**src/sv/ldi_pkg.sv**
```systemverilog
// ----------------------------------------------------------------------------
// ldi_pkg
// shared widths, register indexes, result kinds and the item struct of the
// line deinterlacer
// ----------------------------------------------------------------------------
package ldi_pkg;

    // field widths
    localparam int PIX_W    = 8;
    localparam int ROW_W    = 12;
    localparam int COL_W    = 11;
    localparam int WIDTH_W  = 12;
    localparam int HEIGHT_W = 13;
    localparam int CFG_W    = 13;
    localparam int IDX_W    = 2;
    localparam int S_DATA_W = 8;
    localparam int S_USER_W = 1;
    localparam int M_DATA_W = 32;

    // limits of the register fields
    localparam int WIDTH_LIMIT  = 2048;
    localparam int HEIGHT_LIMIT = 4096;

    // configuration register indexes
    localparam logic [IDX_W-1:0] CFG_LINE_WIDTH   = 2'd0;
    localparam logic [IDX_W-1:0] CFG_FRAME_HEIGHT = 2'd1;
    localparam logic [IDX_W-1:0] CFG_BLEND_MODE   = 2'd2;

    // reset values of the registers
    localparam logic [WIDTH_W-1:0]  RST_LINE_WIDTH   = 12'd640;
    localparam logic [HEIGHT_W-1:0] RST_FRAME_HEIGHT = 13'd480;
    localparam logic                RST_BLEND_MODE   = 1'b1;

    // what one input pixel produces
    localparam logic [1:0] KIND_NONE    = 2'd0;  // odd row dropped
    localparam logic [1:0] KIND_PIX     = 2'd1;  // pixel itself
    localparam logic [1:0] KIND_STORED  = 2'd2;  // stored pixel above
    localparam logic [1:0] KIND_AVG_PIX = 2'd3;  // average for row above, then pixel

    typedef logic [1:0] kind_t;

    typedef struct packed {
        logic [ROW_W-1:0] row;
        logic [COL_W-1:0] col;
        kind_t            kind;
    } ldi_pos_t;

    typedef struct packed {
        logic [ROW_W-1:0] row;
        logic [COL_W-1:0] col;
        logic [PIX_W-1:0] pix;
        kind_t            kind;
    } ldi_item_t;

endpackage

```
**src/sv/ldi_pos_counter.sv**
```systemverilog
// ----------------------------------------------------------------------------
// ldi_pos_counter
// row and column counters, gives each accepted pixel its position and kind
// ----------------------------------------------------------------------------
module ldi_pos_counter (
    input  logic                          aclk,
    input  logic                          aresetn,
    input  logic                          accept,
    input  logic                          frame_start,
    input  logic [ldi_pkg::WIDTH_W-1:0]   width,
    input  logic [ldi_pkg::HEIGHT_W-1:0]  height,
    input  logic                          blend,
    output ldi_pkg::ldi_pos_t             pos
);
    import ldi_pkg::*;

    logic [ROW_W-1:0]    row_reg, row_next;
    logic [COL_W-1:0]    col_reg, col_next;
    logic [ROW_W-1:0]    row_in;
    logic [COL_W-1:0]    col_in;
    logic [HEIGHT_W-1:0] row_adv;
    logic [ROW_W-1:0]    r;
    logic [COL_W-1:0]    c;
    logic [WIDTH_W-1:0]  c_inc;
    logic [HEIGHT_W-1:0] r_inc;

    always_comb begin
        row_in = frame_start ? '0 : row_reg;
        col_in = frame_start ? '0 : col_reg;

        // column past the width starts the next row
        if ({1'b0, col_in} >= width) begin
            c       = '0;
            row_adv = {1'b0, row_in} + 13'd1;
        end else begin
            c       = col_in;
            row_adv = {1'b0, row_in};
        end
        r = (row_adv >= height) ? '0 : row_adv[ROW_W-1:0];

        // counters after this pixel
        c_inc = {1'b0, c} + 12'd1;
        r_inc = {1'b0, r} + 13'd1;
        if (c_inc >= width) begin
            col_next = '0;
            row_next = (r_inc >= height) ? '0 : r_inc[ROW_W-1:0];
        end else begin
            col_next = c_inc[COL_W-1:0];
            row_next = r;
        end

        pos.row = r;
        pos.col = c;
        if (!r[0]) begin
            pos.kind = (blend && (r != '0)) ? KIND_AVG_PIX : KIND_PIX;
        end else if (!blend || ({1'b0, r} == height - 13'd1)) begin
            pos.kind = KIND_STORED;
        end else begin
            pos.kind = KIND_NONE;
        end
    end

    always_ff @(posedge aclk) begin
        if (!aresetn) begin
            row_reg <= '0;
            col_reg <= '0;
        end else if (accept) begin
            row_reg <= row_next;
            col_reg <= col_next;
        end
    end

endmodule

```
**config.mk**
```make
export PLATFORM = sky130hd
export DESIGN_NAME = ldi_pos_counter
export DESIGN_NICKNAME = d
export VERILOG_FILES = /design/src/sv/ldi_pkg.sv /design/src/sv/ldi_pos_counter.sv
export SDC_FILE = /design/constraint.sdc
export NUM_CORES = 1
export LEC_CHECK = 0
export BUFFER_PORTS_ARGS = -buffer_cell sky130_fd_sc_hd__buf_2
export CAP_MARGIN = 15
export CORE_UTILIZATION = 59
export DETAILED_ROUTE_END_ITERATION = 16
export GPL_TIMING_DRIVEN = 1
export HOLD_SLACK_MARGIN = 0.12
export PLACE_DENSITY = 0.82
export SETUP_SLACK_MARGIN = 0.15
export SYNTH_ARGS = -nofsm -noshare
export SYNTH_HDL_FRONTEND = slang
export SYNTH_SLANG_ARGS = --single-unit
export TNS_END_PERCENT = 50
```
**constraint.sdc**
```tcl
create_clock -name aclk -period 8.4 [get_ports aclk]
set_input_delay 0.42 -clock aclk [delete_from_list [all_inputs] [get_ports aclk]]
set_output_delay 0.42 -clock aclk [all_outputs]
set_load 0.02 [all_outputs]
```
# Yosys cells after proc, flatten, opt, wreduce, memory -nomap -nowiden
# Index checks and enable logic that the tools add are counted.
# Widths: inputs -> output; s select.
[op_classes] eq_ne=1 mux=11 order_cmp=4 add_sub_neg=4 n_reduce_logical=4
[ops] operator="$mux 12" count=4
[ops] operator="$mux 11" count=3
[ops] operator="$add 12x1->13 const B" count=2
[ops] operator="$ge 13x13->1" count=2
[ops] operator="$eq 12x13->1" count=1
[ops] operator="$mux 13" count=1
[ops] operator="$sub 13x1->13 const B" count=1
[ops] operator="$add 11x1->12 const B" count=1
[ops] operator="$ge 11x12->1" count=1
[ops] operator="$ge 12x12->1" count=1
[ops] operator="$reduce_bool 12->1" count=1
[ops] operator="$mux 2" count=3
[ops] operator="$logic_and 1x1->1" count=1
[ops] operator="$logic_not 1->1" count=1
[ops] operator="$logic_or 1x1->1" count=1
[word_totals] out_inout_bits=25 reg_bits=23 wordCells=26 inputBits=30

# Depth between registers and ports, before layout
[logic_depth] word_depth=9 depth_mapped=34 ltp_nobuf=31

# Worst setup path after synthesis
# No wires, ideal clock.
[synth_path] path_type="input-to-reg" startpoint="in frame_start" endpoint="reg row_reg[10]" stages=31 n_path_buf=3 arrival_time_ns=7.141 setup_time_ns=0.075 required_ns=8.325 setup_slack_ns=1.184 path_cell_list="clkbuf_1 -> clkbuf_1 -> clkbuf_1 -> nand2b_1 -> ha_1 -> nand2b_1 -> a2111oi_4 -> o41ai_2 -> nor2_1 -> mux2_2 -> ha_1 -> a21o_1 -> a211oi_2 -> a21oi_2 -> or3_1 -> or3_4 -> clkinv_4 -> and3_4 -> nand2_2 -> o21a_1 -> or2_2 -> ha_1 -> nand4_1 -> nor3_1 -> o21ai_0 -> nand2_1 -> o31ai_1 -> nor2b_1 -> and2_1 -> a22oi_1 -> o22ai_1"
[synth_rtl] item="from (decl)" line_no="ldi_pos_counter.sv:9" rtl="input logic frame_start,"
[synth_rtl] item="to (signal assigned)" line_no="ldi_pos_counter.sv:68" rtl="row_reg <= row_next;"
[synth_rtl] item="to (decl)" line_no="ldi_pos_counter.sv:17" rtl="logic [ROW_W-1:0] row_reg, row_next;"

# Worst setup path in the final report
[layout_path] startpoint="in frame_start" endpoint="reg row_reg[3]"
[layout_via] elab_chain_cells=9 elab_cells_between_ends=14
[layout_rtl] item="$mux 12 / $mux 11 (equally long branches)" line_no="ldi_pos_counter.sv:28, ldi_pos_counter.sv:29"
[layout_rtl] item="$add 12x1->13 / $ge 11x12->1 (equally long branches)" line_no="ldi_pos_counter.sv:34, ldi_pos_counter.sv:32"
[layout_rtl] item="$mux 13" line_no="ldi_pos_counter.sv:32" rtl="if ({1'b0, col_in} >= width) begin"
[layout_rtl] item="$ge 13x13->1" line_no="ldi_pos_counter.sv:39" rtl="r = (row_adv >= height) ? '0 : row_adv[ROW_W-1:0];"
[layout_rtl] item="$mux 12" line_no="ldi_pos_counter.sv:39"
[layout_rtl] item="$add 12x1->13" line_no="ldi_pos_counter.sv:43" rtl="r_inc = {1'b0, r} + 13'd1;"
[layout_rtl] item="$ge 13x13->1" line_no="ldi_pos_counter.sv:46" rtl="row_next = (r_inc >= height) ? '0 : r_inc[ROW_W-1:0];"
[layout_rtl] item="$mux 12" line_no="ldi_pos_counter.sv:46"
[layout_rtl] item="$mux 12 *" line_no="ldi_pos_counter.sv:44" rtl="if (c_inc >= width) begin"
# Mark *: on every way between the ends. The rest lies on a longest branch, timed or not.
# A chain may end at the register's enable or synchronous reset.

==> flow_summary_export.csv <==
group,metric,value,unit
power,power.ir.vdd_worst,0.07813,mV
sta,maxSlewViolCount,0,
job,timing.max_cap.violations,0,
global_route,grt_pass1_vias,3364,
synthesis,async_reset_ff_share,0,%
finish,fin_cells,605,
synthesis,ys_seq_elements,23,
finish,nets,615,
sta,rsz0062_at_grt,"false",
floorplanning,initial_core_util,61.64,%
global_route,global_route.overflow_total,0,
drt,viasPerCell,6.412,
placed_design,io_buffers,54,
clocking,cts_hold_buf,0,
worst_setup_path,max_stage_delay,650,ps
synthesis,synth.top_cells.by_count,"sky130_fd_sc_hd__ha_1 (54), sky130_fd_sc_hd__nor2_1 (42), sky130_fd_sc_hd__inv_1 (34), sky130_fd_sc_hd__xnor2_1 (31), sky130_fd_sc_hd__a21oi_1 (27)",
clocking,cts_root_buffer,"sky130_fd_sc_hd__clkbuf_8",
synthesis,yosys.area.top_type_share,18.40,%
floorplanning,die_height,80.88,um
synthesis,synth_top_cell_by_area,"sky130_fd_sc_hd__ha_1",
sta,setup-violations-final,0,
synthesis,post_synth_main_area_contributors,"sky130_fd_sc_hd__ha_1 (18%), sky130_fd_sc_hd__dfxtp_1 (13%), sky130_fd_sc_hd__xnor2_1 (7.4%)",
floorplanning,floorplan.core_area,5956,um^2
synthesis,syn-instance-count,487,
clocking,clkSinkCount,23,
synthesis,netlist-cell-type-count,65,
clocking,clock_path_buffers,2,
hold_path,min_path_type,"in -> reg",
drt,drtPass1Iterations,5,
sta,clock.fmax,133.5,MHz
clocking,cts_post_setup_buffers_inserted,0,
synthesis,syn-num-nets,571,
floorplanning,dieArea,6542,um^2
floorplanning,placementRows,28,
power,net-switching-power,98.92,uW
finish,antenna-diode-count,0,
worst_setup_path,worst_ep_arrival_time,7640,ps
global_route,grt_pass1_wl,16.34,mm
synthesis,yosys.cell_count.top_type,"sky130_fd_sc_hd__ha_1",
power,p_clk_share,25.8,%
placed_design,place_ws,858.4,ps
power,power_per_cell_area,70.07,nW/um^2
finish,largest_register_ffs,12,
power,power.share.sequential,41.1,%
sta,shortest_clock_period_the_worst_path_allows_after_layout,7491,ps
drt,dr.first_iter.drc_count,494,
clocking,cts-htree-levels,1,
drt,dr_total_vias,3879,
worst_setup_path,worst-path-max-fanout,30,
placed_design,place_hpwl,8.095,mm
worst_setup_path,critPathCaptureType,"flip-flop",
sta,transition_time_at_the_pin_with_the_least_slew_margin,727.7,ps
placed_design,dp_cells,601,
worst_setup_path,crit_required,8550,ps
clocking,clock_tree_from_tritoncts,"done",
finish,area_delta_synth_final,9.305,%
sta,timing.final.crit_share,89.18,%
global_route,grt_util_all_layers,31.93,%
floorplanning,num_io_pins,55,
synthesis,synth-edff-count,0,
clocking,cts_buffers,3,
power,comb_power_share,33.2,%
finish,post_route_cells_drive_above_1_share,17.92,%
worst_setup_path,crit_path_start_kind,"primary input",
synthesis,ys_seq_area_share,12.54,%
synthesis,synth_area,3671,um^2
sta,worst_slack,909.2,ps
sta,fin_worst_skew,1.262,ps
drt,antenna_violating_nets_post_route,0,
global_route,maximum_number_of_pins_on_one_net_before_global_route_repair,31,
placed_design,placed_area,3968,um^2
global_route,number_of_antenna_violations_at_the_first_check_in_global_routing,0,
sta,finalSetupTns,0,ps
clocking,clk_transition_reported_paths,90,ps
drt,drt_drc_violations_left,0,
placed_design,globalplace.congestion,0.8953,
drt,avgRoutedWirePerCell,17.02,um
worst_setup_path,setup.worst_path.class,"in -> reg",
sta,max-slew-margin-rel,51.04,%
worst_setup_path,critical-path-slowest-cell,"sky130_fd_sc_hd__o41a_1",
drt,routed_wl,10.30,mm
power,power.static_leakage,1.901,nW
finish,layout.cell_area.non_filler,4013,um^2
clocking,clock_latency_reported_for_the_late_side_of_the_worst_skew_pair,270,ps
power,power.share.switching,35.18,%
synthesis,synth_flop_cell,"sky130_fd_sc_hd__dfxtp_1",
power,p_int,182.2,uW
synthesis,synth_warnings,0,
synthesis,postSynthAreaPerCell,7.538,um^2
outcome,run_status,"finished clean",
sta,hold_slack,444.8,ps
clocking,post_cts_resize_count,0,
floorplanning,die_width,80.88,um
finish,n_fill_cell,529,
worst_setup_path,cpMostUsedCell,"sky130_fd_sc_hd__ha_1",
sta,hold_viol,0,
critical path, delay by kind of cell:
kind	cells	cell delay, ps
adders and majority gates	4	1170
buffers and inverters	4	770
and+or+nand+nor	14	2900
xor gates and xnor gates	2	690
AOI/OAI and AO/OA	7	1650
kinds of logic after synthesis:
logic type	count (synthesis)	share of synthesized area, %
flops	23	12.54
simple gates	193	28.63
buf+inv	55	6.373
fa+ha+maj	54	18.40
compound gates	111	21.10
mux	12	3.647
xor+xnor	39	9.305
power by group through the flow:
stage | clock network (mW) | logic (mW) | registers (mW)
finish | 0.0725 | 0.0932 | 0.115
global route | 0.0770 | 0.102 | 0.116
CTS | 0.0728 | 0.0914 | 0.115
detailed placement | 0 | 0.0906 | 0.118
global placement | 0 | 0.0885 | 0.118
floorplan | 0 | 0.0639 | 0.117
cell usage in the layout (no fill, tap or decap), types with 5 or more instances in the layout:
cell type / n
sky130_fd_sc_hd__ha_1: 54
sky130_fd_sc_hd__buf_2: 54
sky130_fd_sc_hd__nor2_1: 42
sky130_fd_sc_hd__inv_1: 34
sky130_fd_sc_hd__xnor2_1: 31
sky130_fd_sc_hd__a21oi_1: 27
sky130_fd_sc_hd__nand2_1: 23
sky130_fd_sc_hd__dfxtp_1: 23
sky130_fd_sc_hd__nand3_1: 22
sky130_fd_sc_hd__nor3_1: 18
sky130_fd_sc_hd__o21ai_0: 17
sky130_fd_sc_hd__nor2b_1: 16
sky130_fd_sc_hd__nand4_1: 10
sky130_fd_sc_hd__and3_1: 10
sky130_fd_sc_hd__a22oi_1: 10
sky130_fd_sc_hd__nand2b_1: 8
sky130_fd_sc_hd__nor4_1: 8
sky130_fd_sc_hd__xor2_1: 8
sky130_fd_sc_hd__and2_1: 8
sky130_fd_sc_hd__mux2_2: 7
sky130_fd_sc_hd__a21o_1: 6
sky130_fd_sc_hd__o21a_1: 5
sky130_fd_sc_hd__a31oi_1: 5
through the flow:
step	utilization, %	total power, mW
2_1_floorplan	-	0.1806
3_5_place_dp	66.62	0.2084
3_3_place_gp	66.62	0.2060
5_1_grt	67.37	0.2953
4_1_cts	67.37	0.2794
6_report	67.37	0.2812
cell type report:
class	instances	area, um^2	share of cell area (%)
Timing Repair Buffer	57	292.8	7.297
Clock buffer	4	45.04	1.123
Multi-Input combinational cell	409	2977	74.18
Tap cell	75	93.84	2.339
Sequential cell	23	460.4	11.47
Inverter	37	143.9	3.586
per-layer routing:
metal | wire (um) | GRT usage [%] | share of wire [%] | vias up
li1 | - | - | - | 1856
met1 | 4613 | 45.91 | 45 | 1803
met2 | 4502 | 50.34 | 44 | 204
met3 | 1087 | 6.067 | 11 | 16
met4 | 95 | 3.571 | 0.92 | 0
met5 | 0 | 0 | 0 | -
path summary, 6_finish.rpt:
check                            startpoint          to  slack (ps)  cells past startpoint
worst max register to register   col_reg[2]  row_reg[3]        1220                     30
worst min register to register   col_reg[3]  col_reg[3]         470                      2
worst max-delay path            frame_start  row_reg[3]         910                     31
worst min-delay path                aresetn  row_reg[8]         440                      3
No activity file was read; power rests on OpenSTA's default activity.
