==> config.mk <==
export PLATFORM = sky130hd
export DESIGN_NAME = ldi_result_stage
export DESIGN_NICKNAME = d
export VERILOG_FILES = /design/src/sv/ldi_pkg.sv /design/src/sv/ldi_result_stage.sv
export SDC_FILE = /design/constraint.sdc
export NUM_CORES = 1
export LEC_CHECK = 0
export BUFFER_PORTS_ARGS = -buffer_cell sky130_fd_sc_hd__buf_4
export CAP_MARGIN = 20
export CORE_MARGIN = 5
export CORE_UTILIZATION = 45
export DETAILED_ROUTE_END_ITERATION = 8
export GPL_ROUTABILITY_DRIVEN = 0
export PLACE_DENSITY = 0.7
export SLEW_MARGIN = 30
export SYNTH_ARGS = -nofsm -noshare
export SYNTH_HDL_FRONTEND = slang
export SYNTH_SLANG_ARGS = --single-unit
==> constraint.sdc <==
create_clock -name aclk -period 2.8 [get_ports aclk]
set_input_delay 0.28 -clock aclk [delete_from_list [all_inputs] [get_ports aclk]]
set_output_delay 0.28 -clock aclk [all_outputs]
set_load 0.01 [all_outputs]
==> src/sv/ldi_pkg.sv <==
// ----------------------------------------------------------------------------
// ldi_pkg
// shared widths, register indexes, result kinds and the item struct of the
// line deinterlacer
// ----------------------------------------------------------------------------
package ldi_pkg;

    // field widths
    localparam int PIX_W    = 8;
    localparam int ROW_W    = 12;
    localparam int COL_W    = 11;
    localparam int WIDTH_W  = 12;
    localparam int HEIGHT_W = 13;
    localparam int CFG_W    = 13;
    localparam int IDX_W    = 2;
    localparam int S_DATA_W = 8;
    localparam int S_USER_W = 1;
    localparam int M_DATA_W = 32;

    // limits of the register fields
    localparam int WIDTH_LIMIT  = 2048;
    localparam int HEIGHT_LIMIT = 4096;

    // configuration register indexes
    localparam logic [IDX_W-1:0] CFG_LINE_WIDTH   = 2'd0;
    localparam logic [IDX_W-1:0] CFG_FRAME_HEIGHT = 2'd1;
    localparam logic [IDX_W-1:0] CFG_BLEND_MODE   = 2'd2;

    // reset values of the registers
    localparam logic [WIDTH_W-1:0]  RST_LINE_WIDTH   = 12'd640;
    localparam logic [HEIGHT_W-1:0] RST_FRAME_HEIGHT = 13'd480;
    localparam logic                RST_BLEND_MODE   = 1'b1;

    // what one input pixel produces
    localparam logic [1:0] KIND_NONE    = 2'd0;  // odd row dropped
    localparam logic [1:0] KIND_PIX     = 2'd1;  // pixel itself
    localparam logic [1:0] KIND_STORED  = 2'd2;  // stored pixel above
    localparam logic [1:0] KIND_AVG_PIX = 2'd3;  // average for row above, then pixel

    typedef logic [1:0] kind_t;

    typedef struct packed {
        logic [ROW_W-1:0] row;
        logic [COL_W-1:0] col;
        kind_t            kind;
    } ldi_pos_t;

    typedef struct packed {
        logic [ROW_W-1:0] row;
        logic [COL_W-1:0] col;
        logic [PIX_W-1:0] pix;
        kind_t            kind;
    } ldi_item_t;

endpackage

==> src/sv/ldi_result_stage.sv <==
// ----------------------------------------------------------------------------
// ldi_result_stage
// item register and result register, splits an item into one or two results
// ----------------------------------------------------------------------------
module ldi_result_stage (
    input  logic                        aclk,
    input  logic                        aresetn,
    input  logic                        accept,
    input  ldi_pkg::ldi_item_t          item_in,
    input  logic [ldi_pkg::PIX_W-1:0]   rdata,
    output logic                        s_ready,
    output logic                        m_valid,
    input  logic                        m_ready,
    output logic [ldi_pkg::ROW_W-1:0]   m_row,
    output logic [ldi_pkg::COL_W-1:0]   m_col,
    output logic [ldi_pkg::PIX_W-1:0]   m_value,
    output logic                        m_last
);
    import ldi_pkg::*;

    ldi_item_t        item_reg;
    logic             item_valid_reg;
    logic             phase_reg;
    logic             m_valid_reg;
    logic [ROW_W-1:0] m_row_reg;
    logic [COL_W-1:0] m_col_reg;
    logic [PIX_W-1:0] m_value_reg;
    logic             m_last_reg;

    logic             out_free;
    logic             pop;
    logic             is_final;
    logic [PIX_W:0]   sum;
    logic [ROW_W-1:0] res_row;
    logic [PIX_W-1:0] res_value;
    logic             res_last;

    assign out_free = !m_valid_reg || m_ready;
    assign pop      = item_valid_reg && out_free;
    assign is_final = (item_reg.kind != KIND_AVG_PIX) || phase_reg;
    assign s_ready  = !item_valid_reg || (pop && is_final);
    assign sum      = {1'b0, rdata} + {1'b0, item_reg.pix};

    always_comb begin
        res_row   = item_reg.row;
        res_value = item_reg.pix;
        res_last  = 1'b1;
        case (item_reg.kind)
            KIND_AVG_PIX: begin
                if (!phase_reg) begin
                    res_row   = item_reg.row - 12'd1;
                    res_value = sum[PIX_W:1];
                    res_last  = 1'b0;
                end
            end
            KIND_STORED: res_value = rdata;
            default: ;
        endcase
    end

    always_ff @(posedge aclk) begin
        if (!aresetn) begin
            item_valid_reg <= 1'b0;
            phase_reg      <= 1'b0;
            m_valid_reg    <= 1'b0;
        end else begin
            if (accept) begin
                item_valid_reg <= (item_in.kind != KIND_NONE);
                phase_reg      <= 1'b0;
            end else if (pop) begin
                if (is_final) begin
                    item_valid_reg <= 1'b0;
                end else begin
                    phase_reg <= 1'b1;
                end
            end
            if (pop) begin
                m_valid_reg <= 1'b1;
            end else if (m_ready) begin
                m_valid_reg <= 1'b0;
            end
        end
    end

    always_ff @(posedge aclk) begin
        if (accept) begin
            item_reg <= item_in;
        end
        if (pop) begin
            m_row_reg   <= res_row;
            m_col_reg   <= item_reg.col;
            m_value_reg <= res_value;
            m_last_reg  <= res_last;
        end
    end

    assign m_valid = m_valid_reg;
    assign m_row   = m_row_reg;
    assign m_col   = m_col_reg;
    assign m_value = m_value_reg;
    assign m_last  = m_last_reg;

endmodule

# Word level (Yosys, flattened, before mapping)
# Cells that the tools add are included.
# op_classes
addsub	2
eq_ne	3
n_mux	10
n_bitwise	2
n_reduce_logical	14
# ops
cell	count
$mux 12	2
$pmux 8 s2	1
$sub 12x1->12 const B	1
$add 8x8->9	1
$mux 8	1
$reduce_bool 2->1	4
$mux 1	6
$eq 2x2->1 const B	2
$reduce_and 2->1	2
$logic_or 1x1->1	3
$logic_and 1x1->1	2
$logic_not 1->1	2
$ne 2x2->1 const B	1
$not 1->1	2
$reduce_or 2->1	1
# word_totals
reg_bits	68

# Longest topological paths before layout
# Gate-level depths: netlist (run 1).
# logic_depth
ltp_word	5
mapped_depth	7
depth_no_buf	7

# Worst setup path after synthesis (run 1)
# Ideal clock, no wire load.
# synth_timing
kind	reg2reg
start	reg m_valid_reg, in the netlist m_valid
end	reg phase_reg
t_arrival_ps	2367
required_ps	2718
path_slack_ps	352
path_stages_with_launch	5
period_less_slack_ps	2448
cell_sequence	dfxtp_1 > nor2b_1 > nor2b_1 > a31oi_1 > nor3b_1
# synth_via
elab_chain_cells	4
# synth_rtl
element	line_no	rtl
start, declared	ldi_result_stage.sv:24	logic m_valid_reg;
start signal, assigned	ldi_result_stage.sv:65	m_valid_reg <= 1'b0;
start signal, assigned	ldi_result_stage.sv:78	m_valid_reg <= 1'b1;
start signal, assigned	ldi_result_stage.sv:80	m_valid_reg <= 1'b0;
$logic_not 1->1	ldi_result_stage.sv:38	assign out_free = !m_valid_reg || m_ready;
$logic_or 1x1->1	ldi_result_stage.sv:38	
$logic_and 1x1->1	ldi_result_stage.sv:39	assign pop = item_valid_reg && out_free;
named net pop	ldi_result_stage.sv:31	logic pop;
$reduce_and 2->1 (no line)	--	
end signal, assigned	ldi_result_stage.sv:64	phase_reg <= 1'b0;
end signal, assigned	ldi_result_stage.sv:69	phase_reg <= 1'b0;
end signal, assigned	ldi_result_stage.sv:74	phase_reg <= 1'b1;
end, declared	ldi_result_stage.sv:23	logic phase_reg;
# The timed path passes the listed nets, and every way through them passes these cells.
# A chain may end at the register's enable or synchronous reset.

# Worst setup path after layout (run 1)
# layout_timing
start	reg item_reg[1] (netlist name)
end	reg m_row_reg[11], in the netlist m_row[11], data pin
# layout_via
elab_chain_cells	2
# layout_rtl
element	line_no	rtl
start, declared	ldi_result_stage.sv:21	ldi_item_t item_reg;
start signal, assigned	ldi_result_stage.sv:87	item_reg <= item_in;
$eq 2x2->1	ldi_result_stage.sv:48	case (item_reg.kind)
$mux 12	ldi_result_stage.sv:48	
named net res_row[11]	ldi_result_stage.sv:34	logic [ROW_W-1:0] res_row;
end signal, assigned	ldi_result_stage.sv:90	m_row_reg <= res_row;
end, declared	ldi_result_stage.sv:25	logic [ROW_W-1:0] m_row_reg;
# The timed path passes the listed nets, and every way through them passes these cells.

==> results of run 1 <==
==> logic make-up (layout without fill, tap and decap cells) <==
group | Yosys count | in the layout
flops | 68 | 68
simple gates | 50 | 50
compound gates | 35 | 35
xor+xnor | 14 | 14
fa+ha+maj | 9 | 9
buf+inv | 9 | 102
mux | 1 | 1
==> where the power goes <==
group          internal [uW]  switching [uW]
clock                    415             375
combinational            136             138
sequential              1200            30.1
total                   1750             544
==> cell usage in the layout (no fill, tap or decap), types with 2 or more instances in the layout <==
master	count
a21boi_0	2
a21oi_1	10
a31oi_1	5
and2_1	3
buf_4	81
clkbuf_8	9
clkinvlp_4	3
dfxtp_1	3
edfxtp_1	65
ha_1	8
inv_1	4
inv_6	2
nand2_1	11
nand3_1	3
nand4_1	2
nor2_1	7
nor2b_1	2
nor3_1	4
nor3_2	2
nor3b_1	2
nor4_1	2
o21a_1	2
o21ai_0	6
o22ai_1	3
or3_1	3
xnor2_1	4
xor2_1	10
==> area by class of cell <==
cell class | count | area, sq um
clock buffers | 9 | 124
clock inverters | 7 | 75.1
fillers | 482 | 2300
inverters | 5 | 18.8
multi-input cells | 109 | 763
flip-flops and latches | 68 | 2010
well taps | 75 | 93.8
repair buffers | 81 | 608
==> worst max-delay path, cell delays in order (launching register included) <==
cell and delay (ns):
edfxtp_1 0.32, buf_4 0.20, and3b_1 0.32, inv_2 0.12
or4_4 0.45, or2_4 0.27, nor3_2 0.13, xor2_1 0.08
==> metal layers <==
layer  wire length [um]  global-route usage  share of wire
met5                  0                   0              0
met3                377              0.0378          0.072
met2               2460               0.213           0.47
met4                113              0.0825          0.021
met1               2320               0.190           0.44
==> stage by stage <==
| stage | area [sq um] | total power, uW |
|---|---|---|
| 2_1_floorplan | 2810 | 1390 |
| 3_3_place_gp | 3500 | 1520 |
| 3_5_place_dp | 3500 | 1520 |
| 4_1_cts | 3690 | 2320 |
| 5_1_grt | 3690 | 2400 |
| 6_report | 3690 | 2290 |
==> worst max path at each step <==
stage / endpoint / slack, ns / startpoint / cells past startpoint
6_report: m_row[11] / 0.67 / item_reg[1] / 7
5_1_grt: m_value[4] / 0.55 / item_reg[4] / 6
4_1_cts: m_row[11] / 0.66 / item_reg[1] / 7
3_5_place_dp: m_row[11] / 0.67 / item_reg[1] / 7
3_3_place_gp: m_row[11] / 0.73 / item_reg[1] / 7
2_1_floorplan: phase_reg / 0.35 / m_valid / 4
==> results by group, run 1 <==
Critical path
  – Startpoint types: flip-flop
  – CP Class: flip-flop to flip-flop
  – R2r startpoint: item_reg[1]
  – CP Max Fanout: 16
  – CP arrival: 2.22 ns
  – Kind of end point of the critical path: flip-flop
  – Worst R2R Setup Slack: roughly 0.67 ns
  – Reg2Reg Capture Point: m_row[11]
  – Worst Path Required: slightly below 3 ns
  – Worst R2R Path Depth: 7

Synth
  – Area contributors post-synth: edfxtp_1 (70%), ha_1 (3.6%), xor2_1 (3.1%)
  – Syn Inst Count: 186
  – Number of synthesized flops with an enable pin: 65
  – Largest family of logic cells by synthesized area: simple AND/OR/NAND/NOR gates
  – FFs w/ async S/R, synth: 0
  – Register bit total from synthesis: approximately 70
  – Simple-gate share of the synthesized area: 0.101
  – Synth area leader: edfxtp_1
  – Syn_nets: 240
  – Post-synthesis xor/xnor area fraction: 0.0437
  – Synthesized cell area: about 2800 sq um
  – Commonest cells post-synth: edfxtp_1 (65), nand2_1 (11), a21oi_1 (10), xor2_1 (10), ha_1 (8)
  – Syn Area/Cell: roughly 15 sq um
  – Count leader, synth: edfxtp_1
  – Distinct cells, synth: 43
  – Synth Area in Compound Gates: 0.0781
  – Mux cell area share after synthesis: 0.00357
  – Top FF cell, synth: edfxtp_1
  – Ys Warns: 0
  – Top cell type's share of synthesized area: 0.696
  – Sequential fraction of the synthesis area: 0.717
  – Post-Synth Adder-Cell Area: 0.0428

Global route
  – GRT Util Overall: 0.143
  – Number of global-route vias before repair: roughly 1,700
  – Largest net degree at the start of global routing: 37
  – Overflow after GRT: 0
  – First-pass GRT wire length: between 8000 and 9000 um
  – Initial antenna violation count: 0

CTS
  – Root buf cell: clkbuf_8
  – CTS tree: yes
  – Post-CTS setup repair buffer count: 0
  – Cts repair resizes: 0
  – TritonCTS buffer count: 9
  – # clock sinks: 68
  – Worst-Skew Late Latency: 0.34 ns
  – Hold_buf cts: 0
  – H-Tree Depth: 3
  – Max Root-Sink Buffers: 2
  – Worst-path clk slew: about 0.08 ns

Power and ir drop
  – IR drop worst, VDD: roughly 380 uV
  – Pwr/cell area: just over 600 nW/um^2
  – Pleak: 0.00144 uW

Timing
  – # setup viols final: 0
  – Slew Viols, Final: 0
  – Final Hold Fails: 0
  – Setup WS post-layout: between 0.6 and 0.7 ns
  – Unrepaired setup endpoints after global routing: no
  – Final Critical Period: roughly 2.1 ns
  – Tcrit/Tclk final: 0.761
  – Worst Skew: between 0.007 and 0.008 ns
  – Final hold slack: approximately 0.11 ns
  – Worst-margin pin slew: about 0.59 ns
  – Fmax: ~470 MHz
  – Slew HR: 0.605
  – Post-route setup TNS: 0 ns

Floorplanning
  – Io pins: just under 80
  – Core area: ~6000 sq um
  – Die height: between 80 and 90 um
  – Cell Rows: 28
  – Starting Density: 0.468
  – Die X-Extent: 89.0 um
  – Full die area: about 8000 sq um

Cells and area
  – Nets: about 330
  – Share of layout cells above drive strength 1: 0.369
  – Post-layout util: 0.617
  – N_diodes: 0
  – Number of flip-flops under the largest register name: 33
  – P&R area growth vs syn: 31.7%
  – Final Non-Filler Cells: 354

Drt
  – Initial detailed-routing violation count: 94
  – Post-route DRC: 0
  – Drt pass-1 iters: 4
  – Drt total wl: around 5300 um
  – Vias: ~1,700
  – Antenna-violating nets left: 0
  – Vias/cell: 4.91
  – Routed length per instance: approximately 15 um

Place
  – Placed instance count: between 300 and 400
  – DP Worst Slack: about 0.67 ns
  – Post-DP HPWL: slightly below 4000 um
  – PortBufs: 78

Run status
  – Status: finished clean

Job
  – Max-cap violations: 0

Min path
  – Worst Hold Path Cells: 1
  – Worst hold path type: input pin to flip-flop
  – Hold Crit Start: item_in[12]
  – Hold endpoint: item_reg[12]
Note: power is estimated with default switching activity, not from simulation.
==> run 2: changes to the inputs <==
--- a/config.mk
+++ b/config.mk
@@ -11,7 +11,7 @@
 export CORE_UTILIZATION = 45
 export DETAILED_ROUTE_END_ITERATION = 8
 export GPL_ROUTABILITY_DRIVEN = 0
-export PLACE_DENSITY = 0.7
+export PLACE_DENSITY = 0.73
 export SLEW_MARGIN = 30
 export SYNTH_ARGS = -nofsm -noshare
 export SYNTH_HDL_FRONTEND = slang
==> constraint.sdc (replaced) <==
create_clock -name aclk -period 1.79 [get_ports aclk]
set_input_delay 0.179 -clock aclk [delete_from_list [all_inputs] [get_ports aclk]]
set_output_delay 0.179 -clock aclk [all_outputs]
set_load 0.01 [all_outputs]
==> run 2 against run 1 <==
  * The flow now finishes with violations (negative setup slack)
  * Die area stayed put
  * Via count up 11%
  * Clock skew is 0.0035 ns higher
  * Cell area up 10%
  * Register-to-register slack worse by 0.73 ns
  * Critical endpoint is now m_value[4]
  * Largest power group unchanged
==> results by group, run 2 (synthesized netlist as in run 1, its figures left out) <==
Run status
  – Status: finished, violations left
  – Failing checks: negative setup slack

Critical path
  – CP Class: flip-flop to flip-flop
  – CP arrival: 1.93 ns
  – Kind of end point of the critical path: flip-flop
  – Reg2Reg Capture Point: m_value[4]
  – Worst R2R Path Depth: 6
  – Worst Path Required: 1.87 ns
  – Startpoint types: flip-flop
  – CP Max Fanout: 4
  – Worst R2R Setup Slack: -0.06 ns
  – R2r startpoint: item_reg[4]
  – Crit path launch: item_reg[4]

Timing
  – Worst Skew: 0.0106 ns
  – Unrepaired setup endpoints after global routing: yes
  – Slew HR: 0.699
  – Tcrit/Tclk final: 1.03
  – Final Critical Period: 1.85 ns
  – Final hold slack: around 0.018 ns
  – Fmax: ~540 MHz
  – Slew Viols, Final: 0
  – # setup viols final: 2
  – Setup WS post-layout: -0.0617 ns
  – Final Hold Fails: 0
  – Worst-margin pin slew: 0.451 ns

CTS
  – # clock sinks: ~70
  – H-Tree Depth: 3
  – CTS tree: yes
  – Worst-Skew Late Latency: 0.34 ns
  – Root buf cell: clkbuf_8
  – Max Root-Sink Buffers: 2
  – TritonCTS buffer count: 9
  – Worst-path clk slew: about 0.07 ns

Job
  – Max-cap violations: 0

Power and ir drop
  – Pwr/cell area: 931 nW/um^2
  – IR drop worst, VDD: 893 uV
  – Tot Pwr: roughly 3800 uW
  – Pleak: 0.00160 uW

Drt
  – Post-route DRC: 0
  – Antenna-violating nets left: 0
  – Routed length per instance: 15.3 um
  – Vias: between 1,500 and 2,000
  – Vias/cell: between 5 and 6
  – Drt pass-1 iters: 4
  – Initial detailed-routing violation count: roughly 150
  – Drt total wl: between 5000 and 6000 um

Global route
  – Largest net degree at the start of global routing: 37
  – Overflow after GRT: 0
  – First-pass GRT wire length: around 8800 um
  – GRT Util Overall: 0.153
  – Initial antenna violation count: 0
  – Number of global-route vias before repair: around 1,900

Min path
  – Worst Hold Path Cells: 1
  – Hold Crit Start: item_in[25]
  – Worst hold path type: input pin to flip-flop
  – Hold endpoint: item_reg[25]

Cells and area
  – N_diodes: 0
  – Post-layout util: 0.678
  – Number of flip-flops under the largest register name: 33
  – P&R area growth vs syn: 44.9%
  – Nets: 357
  – Share of layout cells above drive strength 1: 0.446
  – Commonest non-fill, non-tap cell in the layout: buf_4
  – Final Non-Filler Cells: around 380
  – Most frequent cells in the layout: buf_4 (99), edfxtp_1 (65), nand2_1 (11), xor2_1 (10), dlygate4sd3_1 (10)

Floorplanning
  – Full die area: approximately 7900 sq um
  – Die X-Extent: approximately 89 um
  – Die height: between 80 and 90 um
  – Core area: ~6000 sq um
  – Starting Density: 0.468
  – Io pins: 79
  – Cell Rows: 28

Place
  – DP Worst Slack: -0.102 ns
  – PortBufs: 78
  – Post-DP HPWL: between 4000 and 5000 um
  – Placed instance count: roughly 360
-- run 2: changes by cell type in the layout (fill, tap and decap cells not counted), moves of 3 or more --
| cell | change |
|---|---|
| dlygate4sd3_1 | +10 |
| a21oi_1 | -5 |
| buf_4 | +18 |
| a21oi_2 | +4 |
| nor3_1 | -3 |
-- run 2: worst max-delay path: stages (launching register included) --
cell	delay (ns)
edfxtp_1	0.43
ha_4	0.32
nand4_1	0.17
a21boi_2	0.20
mux2i_1	0.10
a2111oi_2	0.28
nor3_1	0.08
-- run 2: routing by layer --
metal	GRT usage	vias to the layer above	part of all wire	routed length [um]
li1	-	946	-	-
met1	0.184	904	0.40	2350
met2	0.250	62	0.50	2950
met3	0.0332	15	0.063	370
met4	0.0988	0	0.030	176
met5	0	-	0	0
-- run 2: worst max-delay path by stage --
stage	to	slack (ns)	cells after the start
after global routing	m_value[4]	-0.20	6
after detailed placement	m_value[4]	-0.10	6
after CTS	m_value[4]	-0.07	6
after floorplan	m_row[9]	-0.07	7
final	m_value[4]	-0.06	6
after global placement	m_value[4]	-0.03	6
-- run 2: power breakdown --
| group | total (uW) | switching [uW] | internal (uW) |
|---|---|---|---|
| sequential | 1920 | 46.6 | 1870 |
| clock | 1310 | 541 | 772 |
| combinational | 550 | 255 | 295 |
| total | 3780 | 843 | 2940 |
-- run 2: cell type report --
class | count | area, sq um
Tap cell | 75 | 93.8
Clock inverter | 5 | 77.6
Clock buffer | 10 | 128
Multi-Input combinational cell | 109 | 868
Inverter | 5 | 21.3
Sequential cell | 68 | 2010
Timing Repair Buffer | 110 | 863
Fill cell | 421 | 1930
-- run 2: repair_timing --
item                       CTS  global route
setup endpoints to repair    4            12
pin swaps                    0            12
gates cloned                 0             0
hold endpoints to repair     8             2
gates resized for setup      5            13
hold buffers                 8             2
buffers inserted             0             2
-- run 2: metrics by stage --
step	setup TNS, ns	instance area [sq um]
6_report	-0.119	4060
5_1_grt	-0.632	4060
4_1_cts	-0.122	3980
3_5_place_dp	-0.142	3670
3_3_place_gp	-0.0496	3670
2_1_floorplan	-0.159	2860
